## config.mk

```make
export PLATFORM = sky130hd
export DESIGN_NAME = dbpd_cell
export DESIGN_NICKNAME = d
export VERILOG_FILES = /design/src/dbpd_pkg.sv /design/src/dbpd_cell.sv
export SDC_FILE = /design/constraint.sdc
export NUM_CORES = 2
export LEC_CHECK = 0
export ABC_AREA = 1
export BUFFER_PORTS_ARGS = -buffer_cell sky130_fd_sc_hd__clkbuf_2
export CAP_MARGIN = 20
export CORE_MARGIN = 2
export CORE_UTILIZATION = 65
export CTS_BUF_LIST = sky130_fd_sc_hd__clkbuf_4
export DETAILED_ROUTE_END_ITERATION = 8
export HOLD_SLACK_MARGIN = 0.02
export PLACE_DENSITY = 0.89
export SLEW_MARGIN = 30
export SYNTH_ARGS = -nofsm -noshare
export SYNTH_HDL_FRONTEND = slang
export SYNTH_SLANG_ARGS = --single-unit
```

## constraint.sdc

```tcl
create_clock -name clk -period 41 [get_ports clk]
set_clock_uncertainty 0.05 [all_clocks]
set_input_delay 8.2 -clock clk [delete_from_list [all_inputs] [get_ports clk]]
set_output_delay 8.2 -clock clk [all_outputs]
set_load 0.03 [all_outputs]
```

## src/dbpd_pkg.sv

```systemverilog
// Shared constants and types for the dyadic boxcar pulse detector.
package dbpd_pkg;

  localparam int MAX_LEVELS = 6;               // widest bin is 2^MAX_LEVELS samples
  localparam int SLOTS  = MAX_LEVELS + 1;      // one event slot per bin level
  localparam int SUM_W  = 30;  // Q21.8 bin sum
  localparam int SMP_W  = 24;  // Q15.8 input sample
  localparam int SQ_W   = 58;  // square of a non-negative bin sum
  localparam int TSQ_W  = 46;  // square of the base threshold
  localparam int THR_W  = 23;
  localparam int POS_W  = 16;
  localparam int ROW_W  = 12;
  localparam int LVL_W  = 3;
  localparam int SPR_W  = 17;
  localparam int RCNT_W = 13;
  localparam int WID_W  = 7;

  localparam logic [1:0] REG_THRESHOLD = 2'd0;
  localparam logic [1:0] REG_LEVELS    = 2'd1;
  localparam logic [1:0] REG_SAMPLES   = 2'd2;
  localparam logic [1:0] REG_ROWS      = 2'd3;

  localparam logic [SPR_W-1:0]  MAX_SAMPLES = 17'd65536;
  localparam logic [RCNT_W-1:0] MAX_ROWS    = 13'd4096;

  // One sample travelling down the cell chain, with the events found so far.
  typedef struct packed {
    logic                             valid;
    logic                             active;  // still carrying a partial sum
    logic [POS_W-1:0]                 pos;
    logic [ROW_W-1:0]                 row;
    logic [SUM_W-1:0]                 carry;
    logic [LVL_W-1:0]                 levels;
    logic [SLOTS-1:0]                 hits;
    logic [SLOTS-1:0][SUM_W-1:0]      sums;
  } token_t;

endpackage

```

## src/dbpd_cell.sv

```systemverilog
// One level of the boxcar chain: pair-sum, square, threshold test.
module dbpd_cell #(
  parameter int LEVEL = 0
) (
  input  logic                       clk,
  input  logic                       rst,
  input  logic                       adv,
  input  logic [dbpd_pkg::TSQ_W-1:0] tsq,
  input  dbpd_pkg::token_t           tok_in,
  output dbpd_pkg::token_t           tok_out
);
  import dbpd_pkg::*;

  token_t           a_tok, a_next, b_tok;
  logic             a_use, b_use, use_next, live, hit;
  logic [SUM_W-1:0] sum;
  logic [SUM_W-2:0] mag;
  logic [SQ_W-1:0]  b_sq, thr;

  assign live = tok_in.valid && tok_in.active && (LVL_W'(LEVEL) <= tok_in.levels);

  if (LEVEL == 0) begin : g_head
    assign use_next = live;
    assign sum      = tok_in.carry;
  end else begin : g_pair
    logic             store;
    logic [SUM_W-1:0] pending;  // left-hand sum of width 2^(LEVEL-1)

    assign use_next = live && tok_in.pos[LEVEL-1];
    assign store    = live && !tok_in.pos[LEVEL-1];
    assign sum      = pending + tok_in.carry;

    always_ff @(posedge clk) begin
      if (rst) begin
        pending <= '0;
      end else if (adv && store) begin
        pending <= tok_in.carry;
      end
    end
  end

  always_comb begin
    a_next        = tok_in;
    a_next.carry  = sum;
    a_next.active = use_next;
  end

  assign mag = a_tok.carry[SUM_W-2:0];

  always_ff @(posedge clk) begin
    if (rst) begin
      a_tok.valid <= 1'b0;
      b_tok.valid <= 1'b0;
    end else if (adv) begin
      a_tok <= a_next;
      b_tok <= a_tok;
    end
  end

  always_ff @(posedge clk) begin
    if (adv) begin
      a_use <= use_next;
      b_use <= a_use;
      b_sq  <= SQ_W'(mag) * SQ_W'(mag);
    end
  end

  // sum >= T*sqrt(2^LEVEL)  <=>  sum >= 0 and sum^2 >= T^2 * 2^LEVEL
  assign thr = SQ_W'(tsq) << LEVEL;
  assign hit = b_tok.valid && b_use && !b_tok.carry[SUM_W-1] && (b_sq >= thr);

  always_comb begin
    tok_out              = b_tok;
    tok_out.hits[LEVEL]  = hit;
    tok_out.sums[LEVEL]  = b_tok.carry;
  end

endmodule

```

======== Yosys cells after proc, flatten, opt, wreduce, memory -nomap -nowiden ========
Cells that the tools add are included.
word-level totals
  register bits ........................... 560
  input port bits ......................... 329
  output and inout port bits .............. 280
operators by class
  multipliers ............................. 1
  order comparisons ....................... 2
  bitwise gates (word level) .............. 1
  reductions and logical operators ........ 7
operators with widths
  kind                                                                  count
  58-bit by 46-bit >= comparator with 1-bit output                      1
  29-bit by 29-bit multiplier with 58-bit output                        1
  1-bit logical AND                                                     5
  1-bit by 3-bit <= comparator with 1-bit output, first input constant  1
  2-bit AND reduction                                                   1
  1-bit logical NOT                                                     1
  1-bit inverter                                                        1

======== Logic depth before layout (Yosys ltp) ========
  depth after elaboration ................. 3
  gate-level depth with buffers ........... 33
  gate-level depth less buffers ........... 31

======== Worst setup path after synthesis ========
No wires, ideal clock.
  kind .................................... input to register
  start point ............................. input adv
  end point ............................... register a_tok[100] (netlist bit) (enable)
  library setup time ...................... 1377 ps
  arrival ................................. 28946 ps
  data required time ...................... 39573 ps
  setup slack ............................. 10627 ps
  cell stages on the path ................. 2
  buffers on the path ..................... 0
  path through ............................ inv_1 -> nor2_1
between the ends
  cells in the longest elaborated chain, start to end .. 1
RTL lines
  item                           line             RTL
  start, declared                dbpd_cell.sv:7   input logic adv,
  2-bit AND reduction (no line)  n/a
  end signal, assigned           dbpd_cell.sv:55  a_tok <= a_next;
  end, declared                  dbpd_cell.sv:14  token_t a_tok, a_next, b_tok;
Every way passes these cells.
A chain may end at the register's enable or synchronous reset.

==> results.md <==
* CP required at about 33000 ps
* Final Net Count at 6223
* Post-synth EDFFs at between 500 and 600
* Status: completed
* P&R area growth vs syn at 12.2%
* Hold Path Class: register to register
* Worst-margin pin slew at 979 ps
* Most common cell after layout, fill and taps aside: inv_1
* First-pass GRT wire length at ~170000 µm
* HPWL after detailed placement at 87600 µm
* Most frequent cells in the layout: 1318 x inv_1, 935 x nand2_1, 650 x fa_1
* Fraction of synthesized area in multiplexers at 0%
* Synth area leader: edfxtp_1
* Post-synthesis compound-gate area fraction at 1.01%
* Main synth FF type: edfxtp_1
* Die area at approximately 70000 µm²
* Core Footprint at ~68000 µm²
* Final period util at roughly 44%
* CTS Buf Count at around 140
* Main combinational cell family by area after synthesis: adder cells
* Number of global-route vias before repair at approximately 33000
* CTS Buffer Depth at 3
* Final setup violation count at 0
* Initial antenna violation count at 13
* Critical R2R Launch: a_tok[240]
* Routed WL at 110000 µm
* Largest net degree at the start of global routing at between 150 and 200
* Distinct cells, synth at 35
* R2R depth at 26
* Post-cts resize count at 0
* Setup Buffers After CTS at 0
* Port Buffers at approximately 580
* Clk_lat worst skew at 1000 ps
* Site Rows at between 90 and 100
* Largest cells by area after synthesis: edfxtp_1 37%, fa_1 29%, inv_1 11%
* Maximum Capacitance Violations at 0
* Ys Warns at 0
* Post-synthesis simple-gate area fraction at 11.0%
* Layout cells sized above 1 at between 10% and 20%
* Vias at between 30000 and 40000
* H-tree depth at 4
* Fmax at 55.3 MHz
* Mapped cell area at 44900 µm²
* CP endpoint kind: output pin
* DR WL/cell at ~18 µm
* Data arrival time of the worst path at around 9800 ps
* GR Overflow Total at 0
* Post-synth top area share at roughly 37%
* Kind of critical path: primary input to output pin
* Hold_buf cts at 0
* FF-to-FF setup slack at roughly 33000 ps
* DR vias/cell at between 5 and 6
* Final Max Slew Viols at 0
* Root buf cell: clkbuf_4
* Synth async-reset ratio at 0%
* Die X at ~270 µm
* Ports at 609
* Crit path capture: tok_out[210]
* DRC Markers at 0
* Slew headroom at between 30% and 40%
* RSZ-0062 raised after global routing: no
* Number of routed nets with antenna violations at 0
* Pre-antenna DRT Iters at 6
* Worst-path clk slew at 70 ps
* CP startpoint kind: primary input
* Min cycle time layout at ~18000 ps
* Die height at approximately 270 µm
* Synthesized area per cell at approximately 10 µm²
* #FFs+latches synth at ~560
* GP Congestion at about 0.94
* Post-Synth XOR/XNOR Area at under 10%
* Syn_nets at 5587
* Crit path max fanout at 3
* Final hold vios at 0
* Clock Sinks at approximately 560
* CP startpoint: tsq[25]
* 1st-iter DRT viols at roughly 2300
* RR Endpoint: b_sq[42]
* Setup TNS at 0 ps
* Initial Utilization at 65.6%
* Register area share after synthesis at 37.2%
* GRT Overall Usage at approximately 32%
* Synth Area in Adders at 37.4%
* Gate Count Post-Synth at between 4000 and 5000
* TritonCTS clock tree: done
==> worst min path at each step <==
| stage | cells past startpoint | from | end | slack, ps |
|---|---|---|---|---|
| CTS | 0 | a_tok[204] | tok_out[204] | 310 |
| global placement | 0 | a_tok[37] | tok_out[37] | 350 |
| finish | 0 | a_tok[75] | tok_out[75] | 310 |
| detailed placement | 0 | a_tok[115] | tok_out[115] | 350 |
| global route | 0 | a_tok[204] | tok_out[204] | 310 |
| floorplan | 0 | a_use | b_use | 350 |
==> area by class of cell <==
type                    instances  area [µm²]
diodes                         17        42.5
clock buffers                 191        1430
clock inverters                37         274
fillers                      4498       18100
inverters                    1327        4980
multi-input cells            2303       22700
flip-flops and latches        557       16700
well taps                     882        1100
repair buffers                611        3170
==> cells in the mapped netlist, types with 2 or more instances <==
cell type and count:
dfxtp_1 2, fa_1 650, o21bai_1 5, nor2_1 113
inv_2 9, nand4_1 21, nand2_2 16, and2_1 5
xor2_1 39, inv_1 1318, or2_2 5, o21ai_0 7
buf_4 31, buf_1 25, clkbuf_1 62, ha_1 303
o211ai_1 2, and3_1 5, nand2_1 935, nand3_2 6
nor2_4 6, nand3_1 62, edfxtp_1 555, nor2_2 28
xnor2_1 14, a21o_1 8, nand3b_1 2, a21oi_1 57
nor3_1 8
==> worst max-delay path, cell delays in order <==
cell and delay, ps:
clkbuf_2 70, inv_1 30, ha_1 290, nand2_1 80, nor2_1 150, nand2_1 110, nor3_1 260, nand3_1 160
nand2_1 80, nor2_1 50, a21oi_1 140, clkbuf_2 230
==> state kept, by name (all words and copies together) (netlist names) <==
| register | count |
|---|---|
| b_use | 1 |
| a_tok | 249 |
| b_sq | 57 |
| a_use | 1 |
| tok_out | 249 |
==> logic make-up (layout without fill, tap and decap cells) <==
family | after synthesis | count (layout)
compound gates | 82 | 82
xor+xnor | 53 | 53
fa+ha+maj | 953 | 953
buf+inv | 1445 | 2166
flops | 557 | 557
other cells | 0 | 17
simple gates | 1215 | 1215
==> routing by layer <==
metal / share of wire [%] / track usage (%)
met4: 6.2 / 19.4
met3: 7.6 / 6.66
met5: 0.012 / 0
met2: 52 / 56.7
met1: 34 / 35.7
==> through the flow <==
stage	setup WS [ps]	util (%)	instance area, µm²	cells	hold WS, ps
3_5_place_dp	22990	71.0	48600	5680	355
6_report	22910	73.6	50400	5925	312
5_1_grt	22710	73.6	50400	5921	313
2_1_floorplan	10630	-	44900	4305	350
4_1_cts	22890	73.5	50300	5908	310
3_3_place_gp	23050	71.0	48600	5680	350
Power is left out: the tool's default activity adds up to more than one toggle a clock period on the data nets, which glitch-free logic cannot reach.
