[config.mk]
export PLATFORM = sky130hd
export DESIGN_NAME = dbpd_emit_flat
export DESIGN_NICKNAME = d
export VERILOG_FILES = /design/src/dbpd_pkg.sv /design/src/dbpd_ifs.sv /design/src/dbpd_emit.sv /design/src/flat_wrapper.sv
export SDC_FILE = /design/constraint.sdc
export NUM_CORES = 1
export LEC_CHECK = 0
export BUFFER_PORTS_ARGS = -buffer_cell sky130_fd_sc_hd__buf_4
export CORE_MARGIN = 1.5
export CORE_UTILIZATION = 45
export CTS_CLUSTER_DIAMETER = 150
export CTS_CLUSTER_SIZE = 14
export DETAILED_ROUTE_END_ITERATION = 8
export PLACE_DENSITY_LB_ADDON = 0.2
export SLEW_MARGIN = 20
export SYNTH_ARGS = -nofsm -noshare
export SYNTH_HDL_FRONTEND = slang
export SYNTH_SLANG_ARGS = --single-unit
[constraint.sdc]
create_clock -name clk -period 21.7 [get_ports clk]
set_clock_uncertainty 0.05 [all_clocks]
set_input_delay 6.51 -clock clk [delete_from_list [all_inputs] [get_ports clk]]
set_output_delay 6.51 -clock clk [all_outputs]
set_load 0.02 [all_outputs]
[src/dbpd_pkg.sv]
// Shared constants and types for the dyadic boxcar pulse detector.
package dbpd_pkg;

  localparam int MAX_LEVELS = 6;               // widest bin is 2^MAX_LEVELS samples
  localparam int SLOTS  = MAX_LEVELS + 1;      // one event slot per bin level
  localparam int SUM_W  = 30;  // Q21.8 bin sum
  localparam int SMP_W  = 24;  // Q15.8 input sample
  localparam int SQ_W   = 58;  // square of a non-negative bin sum
  localparam int TSQ_W  = 46;  // square of the base threshold
  localparam int THR_W  = 23;
  localparam int POS_W  = 16;
  localparam int ROW_W  = 12;
  localparam int LVL_W  = 3;
  localparam int SPR_W  = 17;
  localparam int RCNT_W = 13;
  localparam int WID_W  = 7;

  localparam logic [1:0] REG_THRESHOLD = 2'd0;
  localparam logic [1:0] REG_LEVELS    = 2'd1;
  localparam logic [1:0] REG_SAMPLES   = 2'd2;
  localparam logic [1:0] REG_ROWS      = 2'd3;

  localparam logic [SPR_W-1:0]  MAX_SAMPLES = 17'd65536;
  localparam logic [RCNT_W-1:0] MAX_ROWS    = 13'd4096;

  // One sample travelling down the cell chain, with the events found so far.
  typedef struct packed {
    logic                             valid;
    logic                             active;  // still carrying a partial sum
    logic [POS_W-1:0]                 pos;
    logic [ROW_W-1:0]                 row;
    logic [SUM_W-1:0]                 carry;
    logic [LVL_W-1:0]                 levels;
    logic [SLOTS-1:0]                 hits;
    logic [SLOTS-1:0][SUM_W-1:0]      sums;
  } token_t;

endpackage

[src/dbpd_ifs.sv]


interface dbpd_event_if;
  logic                                   valid;
  logic                                   ready;
  logic [dbpd_pkg::ROW_W-1:0]             dm_index;
  logic [dbpd_pkg::POS_W-1:0]             start_time;
  logic [dbpd_pkg::WID_W-1:0]             bin_width;
  logic signed [dbpd_pkg::SUM_W-1:0]      event_power;
  logic                                   last_event;

  modport source (output valid, output dm_index, output start_time, output bin_width,
                  output event_power, output last_event, input ready);
  modport sink   (input valid, input dm_index, input start_time, input bin_width,
                  input event_power, input last_event, output ready);
endinterface

[src/dbpd_emit.sv]
// Event serializer: emits one sample's events narrowest first.
module dbpd_emit (
  input  logic                  clk,
  input  logic                  rst,
  input  dbpd_pkg::token_t      tail,
  output logic                  adv,
  dbpd_event_if.source          events
);
  import dbpd_pkg::*;

  logic [SLOTS-1:0]            hits, rest;
  logic [SLOTS-1:0][SUM_W-1:0] sums;
  logic [POS_W-1:0]            pos;
  logic [ROW_W-1:0]            row;
  logic [LVL_W-1:0]            k;
  logic                        single, take;

  always_comb begin
    k = '0;
    for (int i = SLOTS - 1; i >= 0; i--) begin
      if (hits[i]) begin
        k = LVL_W'(i);
      end
    end
  end

  assign rest   = hits & (hits - SLOTS'(1));
  assign single = (rest == '0);
  assign take   = (hits == '0) || (events.ready && single);
  assign adv    = take || !tail.valid;

  always_ff @(posedge clk) begin
    if (rst) begin
      hits <= '0;
    end else if (take) begin
      hits <= tail.valid ? tail.hits : '0;
    end else if (events.ready) begin
      hits <= rest;
    end
  end

  always_ff @(posedge clk) begin
    if (take) begin
      sums <= tail.sums;
      pos  <= tail.pos;
      row  <= tail.row;
    end
  end

  assign events.valid       = (hits != '0);
  assign events.dm_index    = row;
  assign events.start_time  = pos & ~((POS_W'(1) << k) - POS_W'(1));
  assign events.bin_width   = WID_W'(1) << k;
  assign events.event_power = sums[k];
  assign events.last_event  = single;

endmodule

[src/flat_wrapper.sv]
// flat-port wrapper written by rule: the top's interface ports become plain ports
module dbpd_emit_flat import dbpd_pkg::*;
  (clk, rst, tail, adv, events_valid, events_dm_index, events_start_time, events_bin_width, events_event_power, events_last_event, events_ready);
  dbpd_event_if events_i ();
  input  logic clk;
  input  logic rst;
  input  dbpd_pkg::token_t tail;
  output logic adv;
  output wire logic [$bits(events_i.valid)-1:0] events_valid;
  output wire logic [$bits(events_i.dm_index)-1:0] events_dm_index;
  output wire logic [$bits(events_i.start_time)-1:0] events_start_time;
  output wire logic [$bits(events_i.bin_width)-1:0] events_bin_width;
  output wire logic [$bits(events_i.event_power)-1:0] events_event_power;
  output wire logic [$bits(events_i.last_event)-1:0] events_last_event;
  input wire logic [$bits(events_i.ready)-1:0] events_ready;
  assign events_valid = events_i.valid;
  assign events_dm_index = events_i.dm_index;
  assign events_start_time = events_i.start_time;
  assign events_bin_width = events_i.bin_width;
  assign events_event_power = events_i.event_power;
  assign events_last_event = events_i.last_event;
  assign events_i.ready = events_ready;
  dbpd_emit u_core (.clk(clk), .rst(rst), .tail(tail), .adv(adv), .events(events_i));
endmodule
---- After elaboration in Yosys (flattened, before gate mapping) ----
Index checks and enable logic that the tools add are counted.
word-level totals
  bits in registers ....................... 245
  bits in latches ......................... 0
  ROM bits ................................ 0
  memories kept ........................... 0
  bits in writable memories ............... 0
operators by class
  reductions and logical operators ........ 8
  order comparisons ....................... 1
  bitwise logic cells ..................... 3
  add/subtract/negate cells ............... 2
  shifts and indexed selects .............. 2
  equality and inequality tests ........... 0
  multipliers ............................. 0
  div/mod/pow operators ................... 0
  multiplexer cells ....................... 12
operators with widths
  kind                   number
  $bmux 30 s3            1
  $mux 30                1
  $mux 3                 7
  $mux 7                 3
  $and 16x16->16         1
  $not 16->16            1
  $shl 1x3->16 const A   1
  $sub 16x1->16 const B  1
  $logic_not 7->1        2
  $and 7x7->7            1
  $reduce_bool 7->1      1
  $shl 1x3->7 const A    1
  $sub 7x1->7 const B    1
  $lt 3x4->1 const B     1
  $logic_or 1x1->1       2
  $reduce_bool 2->1      1
  $logic_and 1x1->1      1
  $logic_not 1->1        1

---- Depth between registers and ports, before layout ----
Gate-level depths: netlist (run 1).
  depth in word-level cells ............... 11
  gate-level depth with buffers ........... 10
  depth with buffers taken out ............ 7

---- Worst setup path after synthesis (run 1) ----
OpenSTA, ideal clock, no wires.
  kind .................................... in2out
  from .................................... input port events_ready
  to ...................................... output port adv
  path slack .............................. 2,205 ps
  stages .................................. 5
  required time ........................... 15,140 ps
  buffers on the path ..................... 0
  arrival time ............................ 12,935 ps
  path through ............................ inv_1 maj3_1 o311ai_4 inv_2 nand2_1
between the ends
  word-level cells in the longest chain between the ends .. 3
RTL lines
  element            RTL line            source
  start, declared    flat_wrapper.sv:15  input wire logic [$bits(events_i.ready)-1:0] events_ready;
  $logic_and 1x1->1  dbpd_emit.sv:29     assign take = (hits == '0) || (events.ready && single);
  $logic_or 1x1->1   dbpd_emit.sv:29
  $logic_or 1x1->1   dbpd_emit.sv:30     assign adv = take || !tail.valid;
  end, declared      flat_wrapper.sv:8   output logic adv;
No other way between the ends.

---- Worst setup path in the final report (run 1) ----
Same ends and word-level chain as after synthesis.

==> results of run 1 <==
-- per-layer routing --
| layer | vias to the layer above | wire length (um) |
|---|---|---|
| met1 | 2937 | 8890 |
| met2 | 251 | 11800 |
| met5 | - | 0 |
| met4 | 0 | 712 |
| met3 | 41 | 1490 |
| li1 | 2784 | - |
-- metrics by stage --
step	utilization (%)	instances	area, um2	hold slack [ps]
6_report	61.9	1123	12600	618
5_1_grt	61.9	1123	12600	638
4_1_cts	61.9	1123	12600	607
3_5_place_dp	59.1	1093	12000	591
3_3_place_gp	59.1	1093	12000	569
2_1_floorplan	-	533	9400	520
-- final cells by class --
class,count,share of cell area (%)
Inverter,7,0.209
Clock inverter,2,0.139
Multi-Input combinational cell,247,15.3
Clock buffer,28,4.38
Sequential cell,245,57.8
Timing Repair Buffer,324,19.4
Tap cell,270,2.68
-- cells by family after synthesis --
| logic type | after synthesis | synth area share, % |
|---|---|---|
| AOI/OAI and AO/OA | 131 | 10.9 |
| and+or+nand+nor | 64 | 3.99 |
| xor gates and xnor gates | 1 | 0.0932 |
| other | 2 | 0.0799 |
| DFF | 245 | 77.5 |
| buffers and inverters | 41 | 2.02 |
| muxes | 46 | 5.00 |
| adders and majority gates | 3 | 0.373 |
-- registers in the layout (all words and copies together), names as in the netlist --
signal,flops
u_core.sums,210
u_core.hits,7
u_core.events.dm_index,12
u_core.pos,16
-- worst max-delay path by stage --
stage	start	end	slack [ps]	cells after the start
3_5_place_dp	events_ready	adv	6790	8
2_1_floorplan	events_ready	adv	2210	5
3_3_place_gp	events_ready	adv	6880	8
5_1_grt	events_ready	adv	6680	8
4_1_cts	events_ready	adv	6800	8
6_report	events_ready	adv	6870	8
-- power groups by stage --
stage               Sequential, uW  Clock, uW  Combinational, uW
global placement               667          0                360
finish                         662        334                363
detailed placement             672          0                367
floorplan                      689          0                213
global route                   670        359                389
CTS                            663        342                368
-- worst register-to-register path, delay by kind of cell, from the launching register on --
family | cells | cell delay [ps]
DFF | 1 | 460
buffers and inverters | 2 | 1730
AOI/OAI and AO/OA | 1 | 100
and+or+nand+nor | 2 | 1000
-- synthesized netlist by cell type (11+ instances only) --
cell      instances  area, um2
edfxtp_1        238       7150
mux2i_1          38        380
a22o_1           22        193
a211o_1          17        149
a21oi_1          17       85.1
clkbuf_1         17       63.8
nand2_1          17       63.8
a221oi_1         16        140
o22ai_1          16        100
and2_1           11       68.8
buf_2            11       55.1
nor2_1           11       41.3
==> flow_summary.ini, run 1 <==
[worst_setup_path]
cp.required_ps = 15140
path_cells = buf_4 -> inv_1 -> maj3_1 -> o311ai_4 -> buf_12 -> inv_2 -> nand2_1 -> buf_4
startpoint_type = primary input
cp-end-kind = primary output
r2r_start = u_core.hits[2]
r2r_end = u_core.sums[138]
slowest_stage = buf_12
cp_max_fo = 165
r2r_slack_ps = 17940
crit_family = buffers and inverters
cp_common_cell = buf_4
worst_ep_arrival_time_ps = 8270
critical_path_buf_inv_count = 5
critical_path_class = primary input to primary output
critical_path.max_stage_delay_ps = 630
rr_worst_depth = 5

[global_route]
antenna_found_initial = 0
use_met2_pct = 36.1
track_usage_pct = 20.6
met1_usage_pct = 25.7
top_usage_layer = met2
grt_pass1_wl_mm = 34.4
grtUsageMet3_pct = 3.89
gr-total-overflow = 0
first_global_vias = 6410
grt_max_degree = 166

[die]
dieWidth_um = 148
fp-row-count = 52
initial_core_util_pct = 46.2
die_h_um = 148
core-area_um2 = 20400
die_area_um2 = 21800
io_pins = 351

[synthesis]
ys.flop_type = edfxtp_1
yosysWarnings = 0
ys_seq_elements = 245
synth_cells = 533
avgSynthCellArea_um2 = 17.6
synth_nets = 818
ys_seq_area_share_pct = 77.5
ys_async_sr_fraction_pct = 0
yosysUniqueCellTypes = 52
synth_edf_count = 238
synth_area_um2 = 9400

[cts]
cts_tree = yes
cts_root_buf = clkbuf_16
clock_latency_ps = 500
clk_path_buf_depth = 3
cts.repair.resized = 0
cts_max_level = 1
postCtsSetupBuffers = 0
clk_pin_slew_ps = 70
clock_sinks = 245
holdBufCountCts = 0
numCtsBuffers = 21

[placed_design]
gp_congestion = 0.809
dp_hpwl_mm = 15.6
portBuffers = 316
preCtsSetupSlack_ps = 6790

[power]
p_leak_uw = 0.00505
power_frac_clock_pct = 24.6
p_comb_share_pct = 26.7
pwr_density_cell_nw_per_um2 = 108
p_sw_uw = 397
seqPwrFrac_pct = 48.7
internal_power_uw = 963
finalPower_uw = 1360
switching_share_pct = 29.2
vdd_drop_max_uv = 64.7

[finish]
seq_area_um2 = 7290
final_cell_mix = buf_4, edfxtp_1, mux2i_1, a22o_1, clkbuf_16
multiInputGateArea_um2 = 1930
fin_nets = 1131
syn_to_final_growth_pct = 34.0
mostFrequentLayoutCell = buf_4
drive_gt1_share_pct = 43.0
fillers = 1500
antenna_cells = 0

[timing]
post-route-period-util_pct = 68.4
fin_ws_ps = 6870
max_slew_margin_pct = 31.5
tightestPinTransition_ps = 1020
fmax_mhz = 67.4
rsz0062_at_grt = false
min_period_ps = 14830
finalMaxSlewViolations = 0
hold_viol = 0
finalSetupViolCount = 0
fin_setup_tns_ps = 0

[min_path]
hold_path_end = u_core.hits[5]
hold_class = register to register
holdCritStartpoint = u_core.hits[5]
min_path_cells = 2

[route]
drc = 0
drt_first_pass_iters = 5
via_per_inst = 5.35
wl_per_cell_um = 20.4
drt_iter0_markers = 292
routed_wl_mm = 22.9
num_vias = 6013
drtAntennaViolNets = 0

[run_status]
status = complete, no violations

[run]
drv_cap = 0
(Power assumes the default switching activity.)
==> inputs of run 2 (changes only) <==
Settings changed: ABC_AREA set to 1.
Clock period 21.7 ns to 13.1 ns, I/O delays scaled along.
==> run 2 against run 1 <==
- utilization is 0.86 points lower
- hold slack worse by 150 ps
- via count up 16%
- flip-flop and latch count unchanged
- non-clock buffer count is 4 lower
- die area rose by 3.7%
- sequential power is 140% higher
- cell count increased by 24%
- setup slack lost 2600 ps
- power grew to 3.2 times the previous value
- global-route usage increased by 1.2 points
- largest cell class unchanged
- highest routed layer unchanged
==> flow_summary.ini, run 2 <==
[run_status]
status = complete, no violations

[synthesis]
synthXorXnorAreaFrac_pct = 0
ys_seq_area_share_pct = 74.7
synth_top_family_by_area = simple AND/OR/NAND/NOR gates
ys_async_sr_fraction_pct = 0
yosys-top-cells-count = nand2_1, edfxtp_1, nand3_1
synth_cells = 807
yosysTopAreaCell = edfxtp_1
yosysWarnings = 0
yosysUniqueCellTypes = 24
synthMuxAreaShare_pct = 0
synth_area_um2 = 9760
yosys.area_share.simple_pct = 19.5
synth_fa_ha_area_share_pct = 0.256
ys_seq_elements = 245
synth_nets = 1092
avgSynthCellArea_um2 = 12.1
yosys.cell_count.top_type = nand2_1
synth-compound-area-share_pct = 1.49
ys.flop_type = edfxtp_1
synthTopCellsByArea = edfxtp_1, nand2_1, nand3_1, nand4_1, inv_1
yosys.area.top_type_share_pct = 73.2
synth_edf_count = 238

[worst_setup_path]
critical_path_class = primary input to primary output
critical_path_buf_inv_count = 3
cp_max_fo = 12
crit_family = simple AND/OR/NAND/NOR gates
worst_ep_arrival_time_ps = 4810
cp-end-kind = primary output
cp_common_cell = nand2_1
cp.required_ps = 9120
startpoint_type = primary input
path_cells = buf_4 -> inv_1 -> nand2_1 -> nand2_1 -> nand2_1 -> buf_4
slowest_stage = nand2_1
critical_path.max_stage_delay_ps = 270

[finish]
antenna_cells = 0
largest_register = u_core.sums
fin_cells = 1394
mostFrequentLayoutCell = buf_4
syn_to_final_growth_pct = 32.2
final_cell_mix = buf_4, nand2_1, edfxtp_1, nand3_1, inv_1
fin_nets = 1398
stdcell_area_um2 = 12900
largest_reg_flops = 210
drive_gt1_share_pct = 32.2

[placed_design]
portBuffers = 316
dp.cells = 1365
gp_congestion = 0.818
dp_hpwl_mm = 16.5
placed_area_um2 = 12300

[global_route]
grt_pass1_wl_mm = 37.0
first_global_vias = 6740
antenna_found_initial = 0
track_usage_pct = 21.8
grt_max_degree = 107
gr-total-overflow = 0

[timing]
rsz0062_at_grt = false
finalSetupViolCount = 0
tightestPinTransition_ps = 1090
fmax_mhz = 114
post-route-period-util_pct = 67.1
min_period_ps = 8790
hold_viol = 0
finalMaxSlewViolations = 0
max_slew_margin_pct = 27.1
fin_setup_tns_ps = 0

[route]
drtAntennaViolNets = 0
wl_per_cell_um = 18.1
num_vias = 6971
routed_wl_mm = 25.2
drc = 0
via_per_inst = 5.00
drt_first_pass_iters = 5
drt_iter0_markers = 336

[cts]
cts.repair.resized = 0
cts_tree = yes
clk_pin_slew_ps = 70
clock_sinks = 245
numCtsBuffers = 21
holdBufCountCts = 0
cts_root_buf = clkbuf_16
cts_max_level = 1
clock_latency_ps = 490
postCtsSetupBuffers = 0
clk_path_buf_depth = 3

[power]
seqPwrFrac_pct = 36.9
p_comb_share_pct = 50.3
power_frac_clock_pct = 12.8
p_sw_uw = 1880
p_leak_uw = 0.00563
vdd_drop_max_uv = 265
internal_power_uw = 2410
pwr_density_cell_nw_per_um2 = 333
switching_share_pct = 43.7

[die]
dieWidth_um = 150
core-area_um2 = 21200
io_pins = 351
die_area_um2 = 22600
initial_core_util_pct = 46.1
fp-row-count = 53
die_h_um = 150

[run]
drv_cap = 0

[min_path]
hold_class = register to register
==> run 2: changes by cell type after synthesis, moves of 11 or more <==
cell	previous run	this run
nor2_1	11	51
a211o_1	17	0
mux2i_1	38	0
nand4_1	0	41
inv_1	5	55
and2_1	11	0
a22o_1	22	0
o22ai_1	16	0
a221oi_1	16	0
nand3_1	2	69
nand2_1	17	257
==> run 2: final cells by class <==
| type | instances | area [um2] |
|---|---|---|
| fillers | 1726 | 8250 |
| flip-flops and latches | 245 | 7290 |
| repair buffers | 320 | 2400 |
| multi-input cells | 467 | 2080 |
| clock buffers | 28 | 552 |
| well taps | 275 | 344 |
| inverters | 58 | 225 |
| clock inverters | 1 | 8.76 |
==> run 2: final timing paths <==
check | start | to | slack (ps) | depth (start not counted)
worst max-delay path | events_ready | adv | 4310 | 6
worst min-delay path | u_core.hits[6] | u_core.hits[6] | 470 | 2
worst max register to register | u_core.hits[5] | u_core.sums[1] | 9000 | 9
worst min register to register | u_core.hits[6] | u_core.hits[6] | 470 | 2
==> run 2: kinds of logic after synthesis <==
logic type,after synthesis
other,2
buffers and inverters,95
DFF,245
and+or+nand+nor,434
adders and majority gates,2
AOI/OAI and AO/OA,29
==> run 2: stage by stage <==
stage	utilization [%]	setup slack, ps	hold slack (ps)	total power, uW
5_1_grt	61.0	4210	486	4590
6_report	61.0	4310	469	4290
3_3_place_gp	58.3	4310	451	3750
2_1_floorplan	-	3560	414	3040
4_1_cts	61.0	4300	468	4340
3_5_place_dp	58.3	4310	458	3780
==> run 2: power by group through the flow <==
stage               Sequential (uW)  Clock (uW)  Combinational, uW
floorplan                      1740           0               1300
global route                   1620         593               2370
detailed placement             1600           0               2180
global placement               1590           0               2160
CTS                            1580         564               2190
finish                         1580         550               2160
==> run 2: worst min-delay path, stage by stage, from the launching register on <==
cell     delay (ps)
dfxtp_1         330
o21ai_0          80
a21oi_1          60
==> run 2: layer usage <==
layer  vias to the layer above  global-route usage [%]  routed length, um
li1                       3377                       -                  -
met1                      3271                    28.6              10200
met2                       287                    35.9              12000
met3                        36                    6.15               2450
met4                         0                    5.49                531
met5                         -                       0                  0
